===== src/hdl/tes_pkg.sv =====
// shared types and constants for the tone effect sequencer
// no dependencies; imported by every other file but the macro header
package tes_pkg;

  localparam int OP_W   = 2;
  localparam int FX_W   = 4;
  localparam int PRI_W  = 8;
  localparam int DIV_W  = 16;
  localparam int FRM_W  = 4;
  localparam int PHS_W  = 4;

  localparam logic [FX_W-1:0] NUM_EFFECTS = 4'd12;

  typedef enum logic [OP_W-1:0] {
    OP_PLAY = 2'd0,
    OP_TICK = 2'd1,
    OP_STOP = 2'd2
  } op_t;

  // one note lookup: divisor and frame count, or end of effect
  typedef struct packed {
    logic             quiet;
    logic [DIV_W-1:0] divisor;
    logic [FRM_W-1:0] frames;
  } note_t;

endpackage


===== src/hdl/tes_ifaces.sv =====
// valid/ready channel interfaces for request and result items
// depends on tes_pkg
interface tes_req_if;
  import tes_pkg::*;
  logic              valid;
  logic              ready;
  op_t               op;
  logic [FX_W-1:0]   effect_id;
  logic [PRI_W-1:0]  request_priority;

  modport source (output valid, op, effect_id, request_priority, input ready);
  modport sink   (input valid, op, effect_id, request_priority, output ready);
endinterface

interface tes_rsp_if;
  import tes_pkg::*;
  logic              valid;
  logic              ready;
  logic              tone_on;
  logic [DIV_W-1:0]  timer_divisor;
  logic [PRI_W-1:0]  busy_priority;

  modport source (output valid, tone_on, timer_divisor, busy_priority, input ready);
  modport sink   (input valid, tone_on, timer_divisor, busy_priority, output ready);
endinterface


===== src/hdl/tes_note_rom.sv =====
// note tables: first note of an effect and the note after a phase step
// depends on tes_pkg; divisors are 1193180 / f, truncated
module tes_note_rom (
  input  logic [tes_pkg::FX_W-1:0]  start_effect,
  input  logic [tes_pkg::FX_W-1:0]  adv_effect,
  input  logic [tes_pkg::PHS_W-1:0] adv_phase,
  output tes_pkg::note_t            start_note,
  output tes_pkg::note_t            adv_note
);
  import tes_pkg::*;

  localparam logic [FX_W-1:0] FX_FIRE  = 4'd4;
  localparam logic [FX_W-1:0] FX_BOOM  = 4'd5;
  localparam logic [FX_W-1:0] FX_DEATH = 4'd6;
  localparam logic [FX_W-1:0] FX_UFO   = 4'd7;
  localparam logic [FX_W-1:0] FX_HIT   = 4'd8;
  localparam logic [FX_W-1:0] FX_CLEAR = 4'd10;
  localparam logic [FX_W-1:0] FX_TITLE = 4'd11;

  always_comb begin
    start_note.quiet = 1'b0;
    case (start_effect)
      4'd0:    begin start_note.divisor = 16'd7457;  start_note.frames = 4'd4;  end
      4'd1:    begin start_note.divisor = 16'd9178;  start_note.frames = 4'd4;  end
      4'd2:    begin start_note.divisor = 16'd11931; start_note.frames = 4'd4;  end
      4'd3:    begin start_note.divisor = 16'd14914; start_note.frames = 4'd4;  end
      4'd4:    begin start_note.divisor = 16'd3977;  start_note.frames = 4'd6;  end
      4'd5:    begin start_note.divisor = 16'd14914; start_note.frames = 4'd8;  end
      4'd6:    begin start_note.divisor = 16'd1491;  start_note.frames = 4'd10; end
      4'd7:    begin start_note.divisor = 16'd5965;  start_note.frames = 4'd1;  end
      4'd8:    begin start_note.divisor = 16'd5965;  start_note.frames = 4'd4;  end
      4'd9:    begin start_note.divisor = 16'd9943;  start_note.frames = 4'd2;  end
      4'd10:   begin start_note.divisor = 16'd3615;  start_note.frames = 4'd8;  end
      4'd11:   begin start_note.divisor = 16'd3615;  start_note.frames = 4'd12; end
      default: begin start_note.divisor = '0;        start_note.frames = '0;    end
    endcase
  end

  // note for the new phase; single-note effects end here
  always_comb begin
    adv_note.quiet   = 1'b0;
    adv_note.divisor = '0;
    adv_note.frames  = 4'd1;
    case (adv_effect)
      FX_FIRE: begin
        case (adv_phase)
          4'd1:    adv_note.divisor = 16'd2169;
          4'd2:    adv_note.divisor = 16'd1491;
          4'd3:    adv_note.divisor = 16'd1084;
          4'd4:    adv_note.divisor = 16'd795;
          4'd5:    adv_note.divisor = 16'd596;
          4'd0:    adv_note.divisor = 16'd3977;
          default: adv_note.quiet = 1'b1;
        endcase
      end
      FX_BOOM: begin
        adv_note.quiet   = adv_phase[3];
        adv_note.divisor = adv_phase[0] ? 16'd3977 : 16'd14914;
      end
      FX_DEATH: begin
        adv_note.frames = 4'd10;
        case (adv_phase)
          4'd0:    adv_note.divisor = 16'd1491;
          4'd1:    adv_note.divisor = 16'd1835;
          4'd2:    adv_note.divisor = 16'd2386;
          4'd3:    adv_note.divisor = 16'd3139;
          4'd4:    adv_note.divisor = 16'd4419;
          4'd5:    adv_note.divisor = 16'd6628;
          default: adv_note.quiet = 1'b1;
        endcase
      end
      FX_UFO: begin
        adv_note.divisor = adv_phase[0] ? 16'd7018 : 16'd5965;
      end
      FX_HIT: begin
        adv_note.frames = 4'd4;
        case (adv_phase)
          4'd0:    adv_note.divisor = 16'd5965;
          4'd1:    adv_note.divisor = 16'd4261;
          4'd2:    adv_note.divisor = 16'd3139;
          4'd3:    adv_note.divisor = 16'd2386;
          default: adv_note.quiet = 1'b1;
        endcase
      end
      FX_CLEAR: begin
        adv_note.frames = 4'd8;
        case (adv_phase)
          4'd0:    adv_note.divisor = 16'd3615;
          4'd1:    adv_note.divisor = 16'd2711;
          4'd2:    adv_note.divisor = 16'd2281;
          4'd3:    adv_note.divisor = 16'd1810;
          4'd4:    adv_note.divisor = 16'd1521;
          4'd5:    adv_note.divisor = 16'd1139;
          default: adv_note.quiet = 1'b1;
        endcase
      end
      FX_TITLE: begin
        adv_note.frames = 4'd12;
        case (adv_phase[2:0])
          3'd0:    adv_note.divisor = 16'd3615;
          3'd1:    adv_note.divisor = 16'd3043;
          3'd2:    adv_note.divisor = 16'd2415;
          3'd3:    adv_note.divisor = 16'd2281;
          3'd4:    adv_note.divisor = 16'd2711;
          3'd5:    adv_note.divisor = 16'd3043;
          3'd6:    adv_note.divisor = 16'd3615;
          default: adv_note.divisor = 16'd4554;
        endcase
      end
      default: adv_note.quiet = 1'b1;
    endcase
  end

endmodule


===== src/hdl/tes_seq_state.sv =====
// sequencer state registers and their update per request
// depends on tes_pkg and tes_note_rom
module tes_seq_state (
  input  logic                       clk,
  input  logic                       rst,
  input  logic                       step,
  input  tes_pkg::op_t               op,
  input  logic [tes_pkg::FX_W-1:0]   effect_id,
  input  logic [tes_pkg::PRI_W-1:0]  request_priority,
  output logic                       gate_reg,
  output logic [tes_pkg::DIV_W-1:0]  divisor_reg,
  output logic [tes_pkg::PRI_W-1:0]  current_priority
);
  import tes_pkg::*;

  logic [FX_W-1:0]  current_effect, current_effect_next;
  logic [PHS_W-1:0] note_phase, note_phase_next;
  logic [FRM_W-1:0] frames_left, frames_left_next;
  logic [DIV_W-1:0] divisor_reg_next;
  logic [PRI_W-1:0] current_priority_next;
  logic             gate_reg_next;
  logic [PHS_W-1:0] phase_inc;
  logic [FRM_W-1:0] frames_dec;
  note_t            start_note, adv_note;

  assign phase_inc  = note_phase + PHS_W'(1);
  assign frames_dec = frames_left - FRM_W'(1);

  tes_note_rom u_rom (
    .start_effect (effect_id),
    .adv_effect   (current_effect),
    .adv_phase    (phase_inc),
    .start_note   (start_note),
    .adv_note     (adv_note)
  );

  always_comb begin
    current_priority_next = current_priority;
    current_effect_next   = current_effect;
    note_phase_next       = note_phase;
    frames_left_next      = frames_left;
    divisor_reg_next      = divisor_reg;
    gate_reg_next         = gate_reg;
    case (op)
      OP_PLAY: begin
        // a valid effect on an idle channel or with equal/better priority takes over
        if (effect_id < NUM_EFFECTS &&
            (current_priority == '0 || request_priority <= current_priority)) begin
          current_priority_next = request_priority;
          current_effect_next   = effect_id;
          note_phase_next       = '0;
          divisor_reg_next      = start_note.divisor;
          gate_reg_next         = 1'b1;
          frames_left_next      = start_note.frames;
        end
      end
      OP_TICK: begin
        if (frames_left != '0) begin
          frames_left_next = frames_dec;
          if (frames_dec == '0) begin
            note_phase_next = phase_inc;
            if (adv_note.quiet) begin
              gate_reg_next         = 1'b0;
              current_priority_next = '0;
            end else begin
              divisor_reg_next = adv_note.divisor;
              gate_reg_next    = 1'b1;
              frames_left_next = adv_note.frames;
            end
          end
        end
      end
      OP_STOP: begin
        gate_reg_next         = 1'b0;
        current_priority_next = '0;
        frames_left_next      = '0;
      end
      default: ;
    endcase
  end

  always_ff @(posedge clk) begin
    if (rst) begin
      current_priority <= '0;
      current_effect   <= '0;
      note_phase       <= '0;
      frames_left      <= '0;
      divisor_reg      <= '0;
      gate_reg         <= 1'b0;
    end else if (step) begin
      current_priority <= current_priority_next;
      current_effect   <= current_effect_next;
      note_phase       <= note_phase_next;
      frames_left      <= frames_left_next;
      divisor_reg      <= divisor_reg_next;
      gate_reg         <= gate_reg_next;
    end
  end

endmodule


===== src/hdl/tone_effect_sequencer.sv =====
// square-wave tone effect sequencer, top level
// depends on tes_pkg, tes_ifaces, tes_seq_state
//
// usage:
//   item   : request channel; op is play, frame tick or stop, with effect
//            number and priority for play (lower number wins, 0 is idle)
//   result : one response per request, carrying the gate state, the timer
//            divisor now programmed and the priority of the playing effect
//   a request is taken into an input register, and it updates the sequencer
//   state once the response register can take a new value; the state
//   registers hold the response, which is valid after that update
//   throughput is one request per cycle while the receiver does not stall,
//   set by the update loop on the state registers
//   when the receiver stalls the response and the state hold, the input
//   register still takes one more request, and then ready drops
//   reset (rst, synchronous) empties both stages, silences the gate, clears
//   the divisor and marks the channel idle
module tone_effect_sequencer (
  input  logic      clk,
  input  logic      rst,
  tes_req_if.sink   item,
  tes_rsp_if.source result
);
  import tes_pkg::*;

  logic             in_valid;
  op_t              in_op;
  logic [FX_W-1:0]  in_effect;
  logic [PRI_W-1:0] in_priority;
  logic             out_valid;
  logic             step;

  // state advances when a request is held and the response register can take a new value
  assign step       = in_valid && (!out_valid || result.ready);
  assign item.ready = !in_valid || step;

  always_ff @(posedge clk) begin
    if (rst) begin
      in_valid  <= 1'b0;
      out_valid <= 1'b0;
    end else begin
      if (item.ready) begin
        in_valid <= item.valid;
      end
      if (step) begin
        out_valid <= 1'b1;
      end else if (result.ready) begin
        out_valid <= 1'b0;
      end
    end
  end

  always_ff @(posedge clk) begin
    if (item.valid && item.ready) begin
      in_op       <= item.op;
      in_effect   <= item.effect_id;
      in_priority <= item.request_priority;
    end
  end

  tes_seq_state u_state (
    .clk              (clk),
    .rst              (rst),
    .step             (step),
    .op               (in_op),
    .effect_id        (in_effect),
    .request_priority (in_priority),
    .gate_reg         (result.tone_on),
    .divisor_reg      (result.timer_divisor),
    .current_priority (result.busy_priority)
  );

  assign result.valid = out_valid;

endmodule


===== src/flat_wrapper.sv =====
// flat-port wrapper written by rule: the top's interface ports become plain ports
module tone_effect_sequencer_flat import tes_pkg::*;
  (clk, rst, item_valid, item_op, item_effect_id, item_request_priority, item_ready, result_valid, result_tone_on, result_timer_divisor, result_busy_priority, result_ready);
  tes_req_if item_i ();
  tes_rsp_if result_i ();
  input  logic clk;
  input  logic rst;
  input wire logic [$bits(item_i.valid)-1:0] item_valid;
  input wire logic [$bits(item_i.op)-1:0] item_op;
  input wire logic [$bits(item_i.effect_id)-1:0] item_effect_id;
  input wire logic [$bits(item_i.request_priority)-1:0] item_request_priority;
  output wire logic [$bits(item_i.ready)-1:0] item_ready;
  output wire logic [$bits(result_i.valid)-1:0] result_valid;
  output wire logic [$bits(result_i.tone_on)-1:0] result_tone_on;
  output wire logic [$bits(result_i.timer_divisor)-1:0] result_timer_divisor;
  output wire logic [$bits(result_i.busy_priority)-1:0] result_busy_priority;
  input wire logic [$bits(result_i.ready)-1:0] result_ready;
  assign item_i.valid = item_valid;
  assign item_i.op = item_op;
  assign item_i.effect_id = item_effect_id;
  assign item_i.request_priority = item_request_priority;
  assign item_ready = item_i.ready;
  assign result_valid = result_i.valid;
  assign result_tone_on = result_i.tone_on;
  assign result_timer_divisor = result_i.timer_divisor;
  assign result_busy_priority = result_i.busy_priority;
  assign result_i.ready = result_ready;
  tone_effect_sequencer u_core (.clk(clk), .rst(rst), .item(item_i), .result(result_i));
endmodule

===== config.mk =====
export PLATFORM = sky130hd
export DESIGN_NAME = tone_effect_sequencer_flat
export DESIGN_NICKNAME = d
export VERILOG_FILES = /design/src/hdl/tes_pkg.sv /design/src/hdl/tes_ifaces.sv /design/src/hdl/tes_note_rom.sv /design/src/hdl/tes_seq_state.sv /design/src/hdl/tone_effect_sequencer.sv /design/src/flat_wrapper.sv
export SDC_FILE = /design/constraint.sdc
export NUM_CORES = 1
export LEC_CHECK = 0
export BUFFER_PORTS_ARGS = -buffer_cell sky130_fd_sc_hd__buf_4
export CORE_MARGIN = 2
export CORE_UTILIZATION = 35
export CTS_BUF_LIST = sky130_fd_sc_hd__clkbuf_4
export DETAILED_ROUTE_END_ITERATION = 8
export PLACE_DENSITY = 0.53
export SYNTH_ARGS = -nofsm -noshare
export SYNTH_HDL_FRONTEND = slang
export SYNTH_SLANG_ARGS = --single-unit

===== constraint.sdc =====
create_clock -name clk -period 2.8 [get_ports clk]
set_clock_uncertainty 0.2 [all_clocks]
set_input_delay 0 -clock clk [delete_from_list [all_inputs] [get_ports clk]]
set_output_delay 0 -clock clk [all_outputs]
set_load 0.1 [all_outputs]

# Yosys cells after proc, flatten, opt, wreduce, memory -nomap -nowiden
# Memories as Yosys holds them, arrays and structs flattened. A register that Yosys moved wholly into a read port is not among the register bits.
# Index checks and enable logic that the tools add are counted.
dict set report totals {
  reg_bits 53
  latch_bits 0
  ram_bits 0
  romBits 288
  inputBits 18
  word_cells 109
  n_memories 1
}
# name depth word_bits rd rd_clocked_by_memory_dff wr line_no
set memory_table {}
lappend memory_table {{(name not given)} 16 18 1 1 0 tes_note_rom.sv:22} ;# case (start_effect)
dict set report classes {
  n_addsub 2
  multipliers 0
  div 0
  magnitude_cmp 2
  eq_ne 25
  shifts 0
  mux 39
  n_bitwise 0
  reduce_logical 29
}
# cell count
set op_table {}
lappend op_table {{case mux 12 bit (6 select lines)} 2}
lappend op_table {{case mux 16 bit (7 select lines)} 1}
lappend op_table {{case mux 13 bit (6 select lines)} 1}
lappend op_table {{case mux 13 bit (5 select lines)} 1}
lappend op_table {{two-way mux 16 bit} 4}
lappend op_table {{case mux 13 bit (4 select lines)} 1}
lappend op_table {{two-way mux 4 bit} 8}
lappend op_table {{two-way mux 8 bit} 4}
lappend op_table {{case mux 16 bit (2 select lines)} 1}
lappend op_table {{equality test 4 x 3 -> 1 bit (second input constant)} 6}
lappend op_table {{case mux 8 bit (3 select lines)} 1}
lappend op_table {{case mux 4 bit (4 select lines)} 1}
lappend op_table {{two-way mux 14 bit} 1}
lappend op_table {{equality test 4 bit (second input constant)} 3}
lappend op_table {{two-way mux 12 bit} 1}
lappend op_table {{case mux 4 bit (3 select lines)} 1}
lappend op_table {{AND reduction 6 bit} 2}
lappend op_table {{inequality test 2 bit (second input constant)} 5}
lappend op_table {{AND reduction 5 bit} 2}
lappend op_table {{equality test 3 bit (second input constant)} 3}
lappend op_table {{equality test 4 x 2 -> 1 bit (second input constant)} 2}
lappend op_table {{<= comparator 8 bit} 1}
lappend op_table {{logical NOT 4 bit} 2}
lappend op_table {{logical NOT 8 bit} 1}
lappend op_table {{other kinds (26)} 42}

# Longest topological paths before layout
# Gate-level depths: netlist of the first run.
dict set report depth {
  depth_word 9
  depth_mapped 14
  depth_no_buf 9
}

# Modules after synthesis
# Synthesis of the first run repeated with hierarchy kept, for this count alone.
dict set report hier_totals {
  cells_unflattened 514
  area_unflattened_um2 4504.3
}
# module n_inst cells_each area_per_inst_um2 seq_area_each_um2
set modules_own_cells {}
lappend modules_own_cells {tes_seq_state 1 255 2516.2 740.7}
lappend modules_own_cells {tes_note_rom 1 235 1463.9 0.0}
lappend modules_own_cells {tone_effect_sequencer 1 24 524.3 460.4}

# Least setup slack after synthesis of the first run
# OpenSTA, ideal clock, no wires.
dict set report synth_timing {
  kind {flip-flop to flip-flop}
  startpoint {register u_core.out_valid, in the netlist u_core.result.valid}
  endpoint {register, netlist name u_core.u_state.u_rom.start_note[16]}
  setup_ns 0.117
  t_arrival_ns 3.676
  required_ns 2.483
  path_slack_ns -1.193
  path_stages_with_launch 9
  path_buffers 0
  period_less_slack_ns 3.993
  cell_sequence {dfxtp_1 -> nor2b_1 -> nand2_1 -> nand2_1 -> mux2i_1 -> inv_1 -> ha_1 -> o21ai_0 -> a22o_1}
}
dict set report synth_via {
  elab_chain_len 6
}
# item line_no
set synth_lines {}
lappend synth_lines {{start: declaration} tone_effect_sequencer.sv:30} ;# logic out_valid;
lappend synth_lines {{start signal: assignment} tone_effect_sequencer.sv:40} ;# out_valid <= 1'b0;
lappend synth_lines {{start signal: assignment} tone_effect_sequencer.sv:46} ;# out_valid <= 1'b1;
lappend synth_lines {{start signal: assignment} tone_effect_sequencer.sv:48} ;# out_valid <= 1'b0;
lappend synth_lines {{logical NOT 1 bit} tone_effect_sequencer.sv:34} ;# assign step = in_valid && (!out_valid || result.ready);
lappend synth_lines {{logical OR 1 bit} tone_effect_sequencer.sv:34}
lappend synth_lines {{logical AND 1 bit} tone_effect_sequencer.sv:34}
lappend synth_lines {{logical OR 1 bit} tone_effect_sequencer.sv:35} ;# assign item.ready = !in_valid || step;
lappend synth_lines {{net item_ready} flat_wrapper.sv:12} ;# output wire logic [$bits(item_i.ready)-1:0] item_ready;
lappend synth_lines {{logical AND 1 bit} tone_effect_sequencer.sv:54} ;# if (item.valid && item.ready) begin
lappend synth_lines {{two-way mux 4 bit (no line)} n/a}
# The timed path passes the listed nets, and every way through them passes these cells.
# A chain may end at the register's enable or synchronous reset.

# Worst setup path in the final report of the first run
dict set report layout_timing {
  startpoint {register u_core.u_state.note_phase[0]}
  endpoint {register u_core.u_state.divisor_reg[5] (netlist bit)}
}
dict set report layout_via {
  elab_chain_len 9
  word_cells_on_any_way 34
  classes_between {1 x add/sub; 12 x eq/ne; 14 x mux; 7 x reduce/logical}
}
# item line_no
set layout_lines {}
lappend layout_lines {{start: declaration} tes_seq_state.sv:17} ;# logic [PHS_W-1:0] note_phase, note_phase_next;
lappend layout_lines {{start signal: assignment} tes_seq_state.sv:93} ;# note_phase <= note_phase_next;
lappend layout_lines {{adder 4 x 1 -> 4 bit *} tes_seq_state.sv:26} ;# assign phase_inc = note_phase + PHS_W'(1);
lappend layout_lines {{equality test 3 bit (tied with other cells)} tes_note_rom.sv:99} ;# case (adv_phase[2:0])
lappend layout_lines {{OR reduction 2 bit (no line)} n/a}
lappend layout_lines {{case mux 13 bit (5 select lines)} tes_note_rom.sv:99}
lappend layout_lines {{case mux 16 bit (7 select lines)} tes_note_rom.sv:44} ;# case (adv_effect)
lappend layout_lines {{two-way mux 16 bit} tes_seq_state.sv:62} ;# if (adv_note.quiet) begin
lappend layout_lines {{two-way mux 16 bit} tes_seq_state.sv:60} ;# if (frames_dec == '0) begin
lappend layout_lines {{two-way mux 16 bit} tes_seq_state.sv:58} ;# if (frames_left != '0) begin
lappend layout_lines {{case mux 16 bit (2 select lines)} tes_seq_state.sv:44} ;# case (op)
lappend layout_lines {{end signal: assignment} tes_seq_state.sv:95} ;# divisor_reg <= divisor_reg_next;
lappend layout_lines {{end: declaration} tes_seq_state.sv:11} ;# output logic [tes_pkg::DIV_W-1:0] divisor_reg,
# Every way passes the cells marked *; elsewhere a longest branch is shown, timed or not. The select of a mux whose other input is x is not followed.

==> results of run 1 <==
-- synth_stat cells, drive strengths merged (13+ instances only) --
library cell,count,area share
clkbuf,20,0.017
dfxtp,54,0.23
ha,26,0.070
a21oi,55,0.060
a211oi,19,0.042
nor2b,14,0.019
a31oi,14,0.025
nand2,39,0.032
o22ai,13,0.018
nor3,18,0.019
buf,15,0.024
edfxtp,14,0.091
o21ai,47,0.051
inv,26,0.021
nor2,61,0.050
-- per-stage QoR --
stage,setup TNS [ps],std cells,util
2_1_floorplan,0,568,-
3_3_place_gp,-37.5,793,0.423
3_5_place_dp,0,793,0.423
4_1_cts,0,829,0.451
5_1_grt,-3.67,829,0.455
6_report,0,829,0.455
-- worst max-delay path, delay by kind of cell, from the launching register on --
family | cells | cell delay [ps]
compound gates | 5 | 1000
xor+xnor | 1 | 320
fa+ha+maj | 1 | 240
flops | 1 | 380
mux | 1 | 430
-- power by group --
group          internal [µW]  total, µW  switching [µW]
Clock                    286        681             395
Sequential              1070       1120            47.4
Combinational            218        616             398
-- area by class of cell --
type / count / area (µm²)
fill: 1264 / 6960
multi-input combinational: 439 / 2920
sequential: 68 / 1530
timing repair buffer: 108 / 898
tap: 172 / 215
inverter: 26 / 97.6
clock inverter: 7 / 85.1
clock buffer: 9 / 67.6
-- placed cells by master, fill, tap and decap left out, types with 5 or more instances in the layout --
master and count:
nor3_1 16, clkbuf_4 9, mux2i_1 6, nor2_1 61
a31oi_1 12, o22ai_1 12, nand2_1 36, dfxtp_1 44
mux2_2 5, inv_1 26, dlygate4sd3_1 20, nand3_1 9
a21o_1 5, nand2b_1 8, edfxtp_1 14, a211oi_1 9
buf_4 85, nand4_1 6, or3_1 8, a211oi_2 9
a21oi_1 51, a311oi_1 6, ha_1 24, dfxtp_4 7
nor2b_1 13, o21ai_0 45
-- worst max path at each step --
stage,from,slack (ps),depth (start not counted),to
2_1_floorplan,u_core.u_state.current_priority[2],2,10,u_core.u_state.current_priority[7]
3_3_place_gp,u_core.u_state.note_phase[0],-40,9,u_core.u_state.divisor_reg[3]
3_5_place_dp,u_core.u_state.current_priority[7],30,10,u_core.u_state.current_priority[4]
4_1_cts,u_core.u_state.note_phase[0],7,10,u_core.u_state.divisor_reg[3]
5_1_grt,u_core.u_state.note_phase[0],-4,10,u_core.u_state.divisor_reg[6]
6_report,u_core.u_state.note_phase[0],110,8,u_core.u_state.divisor_reg[5]
-- metal layers --
layer  GRT usage  vias up
met5           0        -
met4      0.0930        0
met3      0.0335       32
met2       0.340      134
met1       0.263     2189
li1            -     2271
-- logic make-up after synthesis --
logic type / count (synthesis)
AO/OA/AOI/OAI: 201
adder cells (fa/ha/maj): 26
buffers and inverters: 61
AND/OR/NAND/NOR: 194
multiplexers: 12
other: 1
flip-flops: 68
XOR/XNOR: 4
-- repair_timing --
action,CTS,global route
endpoints found under the setup margin,0,24
buffers inserted,0,0
gates resized for setup,0,13
hold buffers,20,0
hold endpoints to repair,67,0
==> results.yml, run 1 <==
status:
  status: "finished, final reports clean"
detailed_routing:
  dr_wl_met2_um: 6880
  routed-via-count: 4626
  via_per_inst: 5.58
  drtPass1Iterations: 5
  wl_met1_um: 6610
  highest_layer: "met4"
  drtIter0Drc: 277
  ant_nets: 0
  met3_length_um: 518
  detail_route.wl_per_cell_um: 17.4
  wl_um: 14500
  route.detailed.drc: 0
grt:
  grt_pass1_wl_um: 23100
  grt_usage: 0.206
  grt_overflow: 0
  grt_max_degree: 39
  antenna_found_initial: 0
  first_global_vias: 4480
setup_path:
  crit_path_end_kind: "flop"
  cpPeakStageDelay_ps: 430
  rrSetupSlack_ps: 110
  reg2reg_to: "u_core.u_state.divisor_reg[5]"
  slowest_stage: "mux2_2"
  r2r-start: "u_core.u_state.note_phase[0]"
  critPathArrivalTime_ps: 2820
  path_class: "reg2reg"
  cp.required_ps: 2930
  startpoint_type: "flop"
  worstPathCellList: "ha_1 -> xnor2_2 -> mux2_2 -> a31o_2 -> o21ai_0 -> a31oi_1 -> a21oi_1 -> a211oi_2"
  ff2ff_path_depth: 8
  critPathMaxFanout: 6
pwr:
  ir_drop_mv: 0.330
  cellLeakagePower_uw: 0.00217
  p_per_area_nw_per_um2: 415
  finalPower_uw: 2410
sta:
  max_freq_ghz: 0.372
  holdWs_ps: 69.3
  fin_crit_ps: 2690
  setup_violations: 0
  fin_crit_sh: 0.959
  hold_viol: 0
  drv_slew: 0
  slew-limit-headroom: 0.568
  worstMarginPinSlew_ps: 630
  setup_slack_ps: 115
floorplanning:
  design.core.area_um2: 12800
  start_util: 0.362
  die_area_um2: 14100
  num_rows: 41
  dieHeight_um: 119
  die_w_um: 119
  boundaryPins: 45
cells_and_area:
  fin_area_um2: 5810
  diodes: 0
  nets: 696
  area_growth_pct: 25.8
  post_route_cells_drive_above_1_share: 0.244
  largest_register_ffs: 17
logic_synthesis:
  avgSynthCellArea_um2: 8.15
  ys_async_sr_fraction: 0
  yosysSeqAreaShare: 0.325
  synth_top_family_by_area: "compound AO/OA/AOI/OAI gates"
  synth_cell_types: 71
  synth-seq-cells: 68
  synth.cell_area_um2: 4620
  ys.flop_type: "dfxtp_1"
  yosys_warnings: 0
  synthMuxAreaShare: 0.0273
  synth_compound_area_frac: 0.295
  yosys.area_share.simple: 0.211
  synth_edf_count: 14
  yosys.area_share.adder: 0.0704
  synth_xor_area_frac: 0.00920
  synth_cells: 567
hold_path:
  hold_start: "item_request_priority[7]"
  hold_path.class: "in2reg"
  holdPathStages: 2
  hold_end: "u_core.in_priority[7]"
placement:
  place_congestion: 0.917
  io_buffers: 42
  dpl_worst_slack_ps: 27.0
  placed_area_um2: 5410
  dp_hpwl_um: 11000
cts:
  h-tree-depth: 3
  clk_pin_slew_ps: 130
  cts.sinks: 68
  clkLatencyLatePin_ps: 440
  cts_buffer_depth: 2
  clockRootBuffer: "clkbuf_4"
  cts_tree: "done"
  cts_made_buffers: 9
flow_run:
  cap_violations: 0
No activity file was read; power rests on OpenSTA's default activity.
==> inputs of run 2 (changes only) <==
Settings changed: CORE_ASPECT_RATIO set to 0.6, REMOVE_ABC_BUFFERS set to 1.
==> run 2 against run 1 <==
Effect of this change: worst setup slack improved by 6.9 ps; register-to-register slack hardly changed; critical path depth fell by 1; power increased by 3.3%; fmax rose by 0.26%; clock power rose by 3.8%; design area rose by 3.7%; global-route usage increased by 2.2 points; routed wire length grew 12%; critical endpoint unchanged.
==> results.yml, run 2 (synthesized netlist as in run 1, its figures left out) <==
pwr:
  swShare: 0.358
  finalPower_uw: 2490
  cellLeakagePower_uw: 0.00232
  switching_power_uw: 892
  internal_power_uw: 1600
  clock_power_share: 0.284
  comb_power_share: 0.270
  p_per_area_nw_per_um2: 413
  ir_drop_mv: 0.243
  power_frac_seq: 0.446
setup_path:
  reg2reg_to: "u_core.u_state.divisor_reg[5]"
  crit_path_end_kind: "flop"
  startpoint_type: "flop"
  critPathArrivalTime_ps: 2810
  cp.required_ps: 2930
  endpoint: "u_core.u_state.divisor_reg[5]"
  ff2ff_path_depth: 7
  r2r-start: "u_core.u_state.note_phase[2]"
  rrSetupSlack_ps: 120
  path_class: "reg2reg"
  critPathMaxFanout: 10
  cp-startpoint: "u_core.u_state.note_phase[2]"
floorplanning:
  design.core.area_um2: 12900
  start_util: 0.360
  die_w_um: 152
  boundaryPins: 45
  num_rows: 32
  die_area_um2: 14200
  dieHeight_um: 93.0
placement:
  dp.cells: 825
  io_buffers: 42
  place_congestion: 0.970
  dp_hpwl_um: 12500
hold_path:
  hold_path.class: "in2reg"
flow_run:
  cap_violations: 0
grt:
  grt_max_degree: 39
  antenna_found_initial: 0
  grt_pass1_wl_um: 25100
  grt_overflow: 0
  first_global_vias: 4466
  grt_usage: 0.228
cells_and_area:
  area_growth_pct: 30.5
  nets: 733
  diodes: 0
  fillers: 1286
  multi_input_area_um2: 2920
  final_common_cell: "buf_4"
  final_cell_count_no_fill: 864
  final_cell_mix: "124 x buf_4, 60 x nor2_1, 52 x dfxtp_1, 51 x a21oi_1, 44 x o21ai_0"
  post_route_cells_drive_above_1_share: 0.271
  largest_register_ffs: 17
  seqCellArea_um2: 1500
cts:
  cts_buffer_depth: 2
  clockRootBuffer: "clkbuf_4"
  clkLatencyLatePin_ps: 440
  cts_made_buffers: 9
  clk_pin_slew_ps: 140
  cts_tree: "done"
  h-tree-depth: 3
  cts.sinks: 68
detailed_routing:
  wl_um: 16200
  routed-via-count: 4844
  drtPass1Iterations: 5
  via_per_inst: 5.61
  ant_nets: 0
  drtIter0Drc: 446
  detail_route.wl_per_cell_um: 18.7
  route.detailed.drc: 0
sta:
  worstMarginPinSlew_ps: 540
  max_freq_ghz: 0.373
  fin_crit_sh: 0.957
  slew-limit-headroom: 0.629
  hold_viol: 0
  setup_violations: 0
  drv_slew: 0
  fin_crit_ps: 2680
status:
  status: "finished, final reports clean"
## run 2: cell count changes in the layout (fill, tap and decap cells not counted), moves of 2 or more
cell / delta
buf_12: -2
inv_6: +3
dfxtp_4: -7
dfxtp_1: +8
clkinv_4: -3
buf_4: +39
nand2_1: +2
## run 2: power by group through the flow
| stage | clock network (µW) | logic [µW] | registers [µW] |
|---|---|---|---|
| 3_3_place_gp | 0 | 610 | 1130 |
| 2_1_floorplan | 0 | 294 | 1250 |
| 4_1_cts | 747 | 644 | 1110 |
| 5_1_grt | 785 | 721 | 1120 |
| 3_5_place_dp | 0 | 616 | 1130 |
| 6_report | 707 | 671 | 1110 |
## run 2: how the worst min path moves through the flow
| stage | start | end | slack (ps) | depth (start not counted) |
|---|---|---|---|---|
| 2_1_floorplan | rst | u_core.u_state.divisor_reg[10] | -140 | 1 |
| 3_3_place_gp | item_request_priority[7] | u_core.in_priority[7] | -20 | 1 |
| 3_5_place_dp | item_request_priority[5] | u_core.in_priority[5] | -20 | 1 |
| 4_1_cts | item_request_priority[3] | u_core.in_priority[3] | 40 | 2 |
| 5_1_grt | item_request_priority[3] | u_core.in_priority[3] | 40 | 2 |
| 6_report | item_request_priority[1] | u_core.in_priority[1] | 70 | 2 |
## run 2: timing repair
action	4_1_cts	5_1_grt
resized for setup	3	17
hold endpoints to repair	67	0
endpoints found under the setup margin	10	28
buffers inserted	0	3
hold buffers	20	0
pin swaps	0	5
## run 2: metrics by stage
stage          setup TNS [ps]  setup slack, ps  hold slack (ps)  cell area (µm²)   util
2_1_floorplan          -35690            -1190             -135             4440      -
3_3_place_gp            -4.48            -4.10            -20.9             5580  0.434
3_5_place_dp             -100            -28.2            -19.9             5580  0.434
4_1_cts                     0             16.3             35.7             5940  0.462
5_1_grt                 -8.29            -8.29             42.5             6030  0.469
6_report                    0              121             68.8             6030  0.469
## run 2: critical path: stages (launching register included)
cell	delay, ps
dfxtp_1	630
xnor2_2	210
mux2_2	410
a31o_2	250
o21ai_0	340
a31oi_1	240
a21oi_1	210
a211oi_2	90
## run 2: layer usage
layer / track usage / up-vias / wire length (µm)
met5: 0 / - / 0
met4: 0.0421 / 0 / 163
met3: 0.0514 / 13 / 1350
met2: 0.298 / 201 / 6150
met1: 0.369 / 2288 / 8530
li1: - / 2342 / -
## run 2: area by class of cell
class | instances | share of cell area
timing repair buffer | 145 | 0.191
multi-input combinational | 439 | 0.484
clock buffer | 9 | 0.0112
clock inverter | 7 | 0.0133
inverter | 26 | 0.0162
tap | 170 | 0.0353
sequential | 68 | 0.249
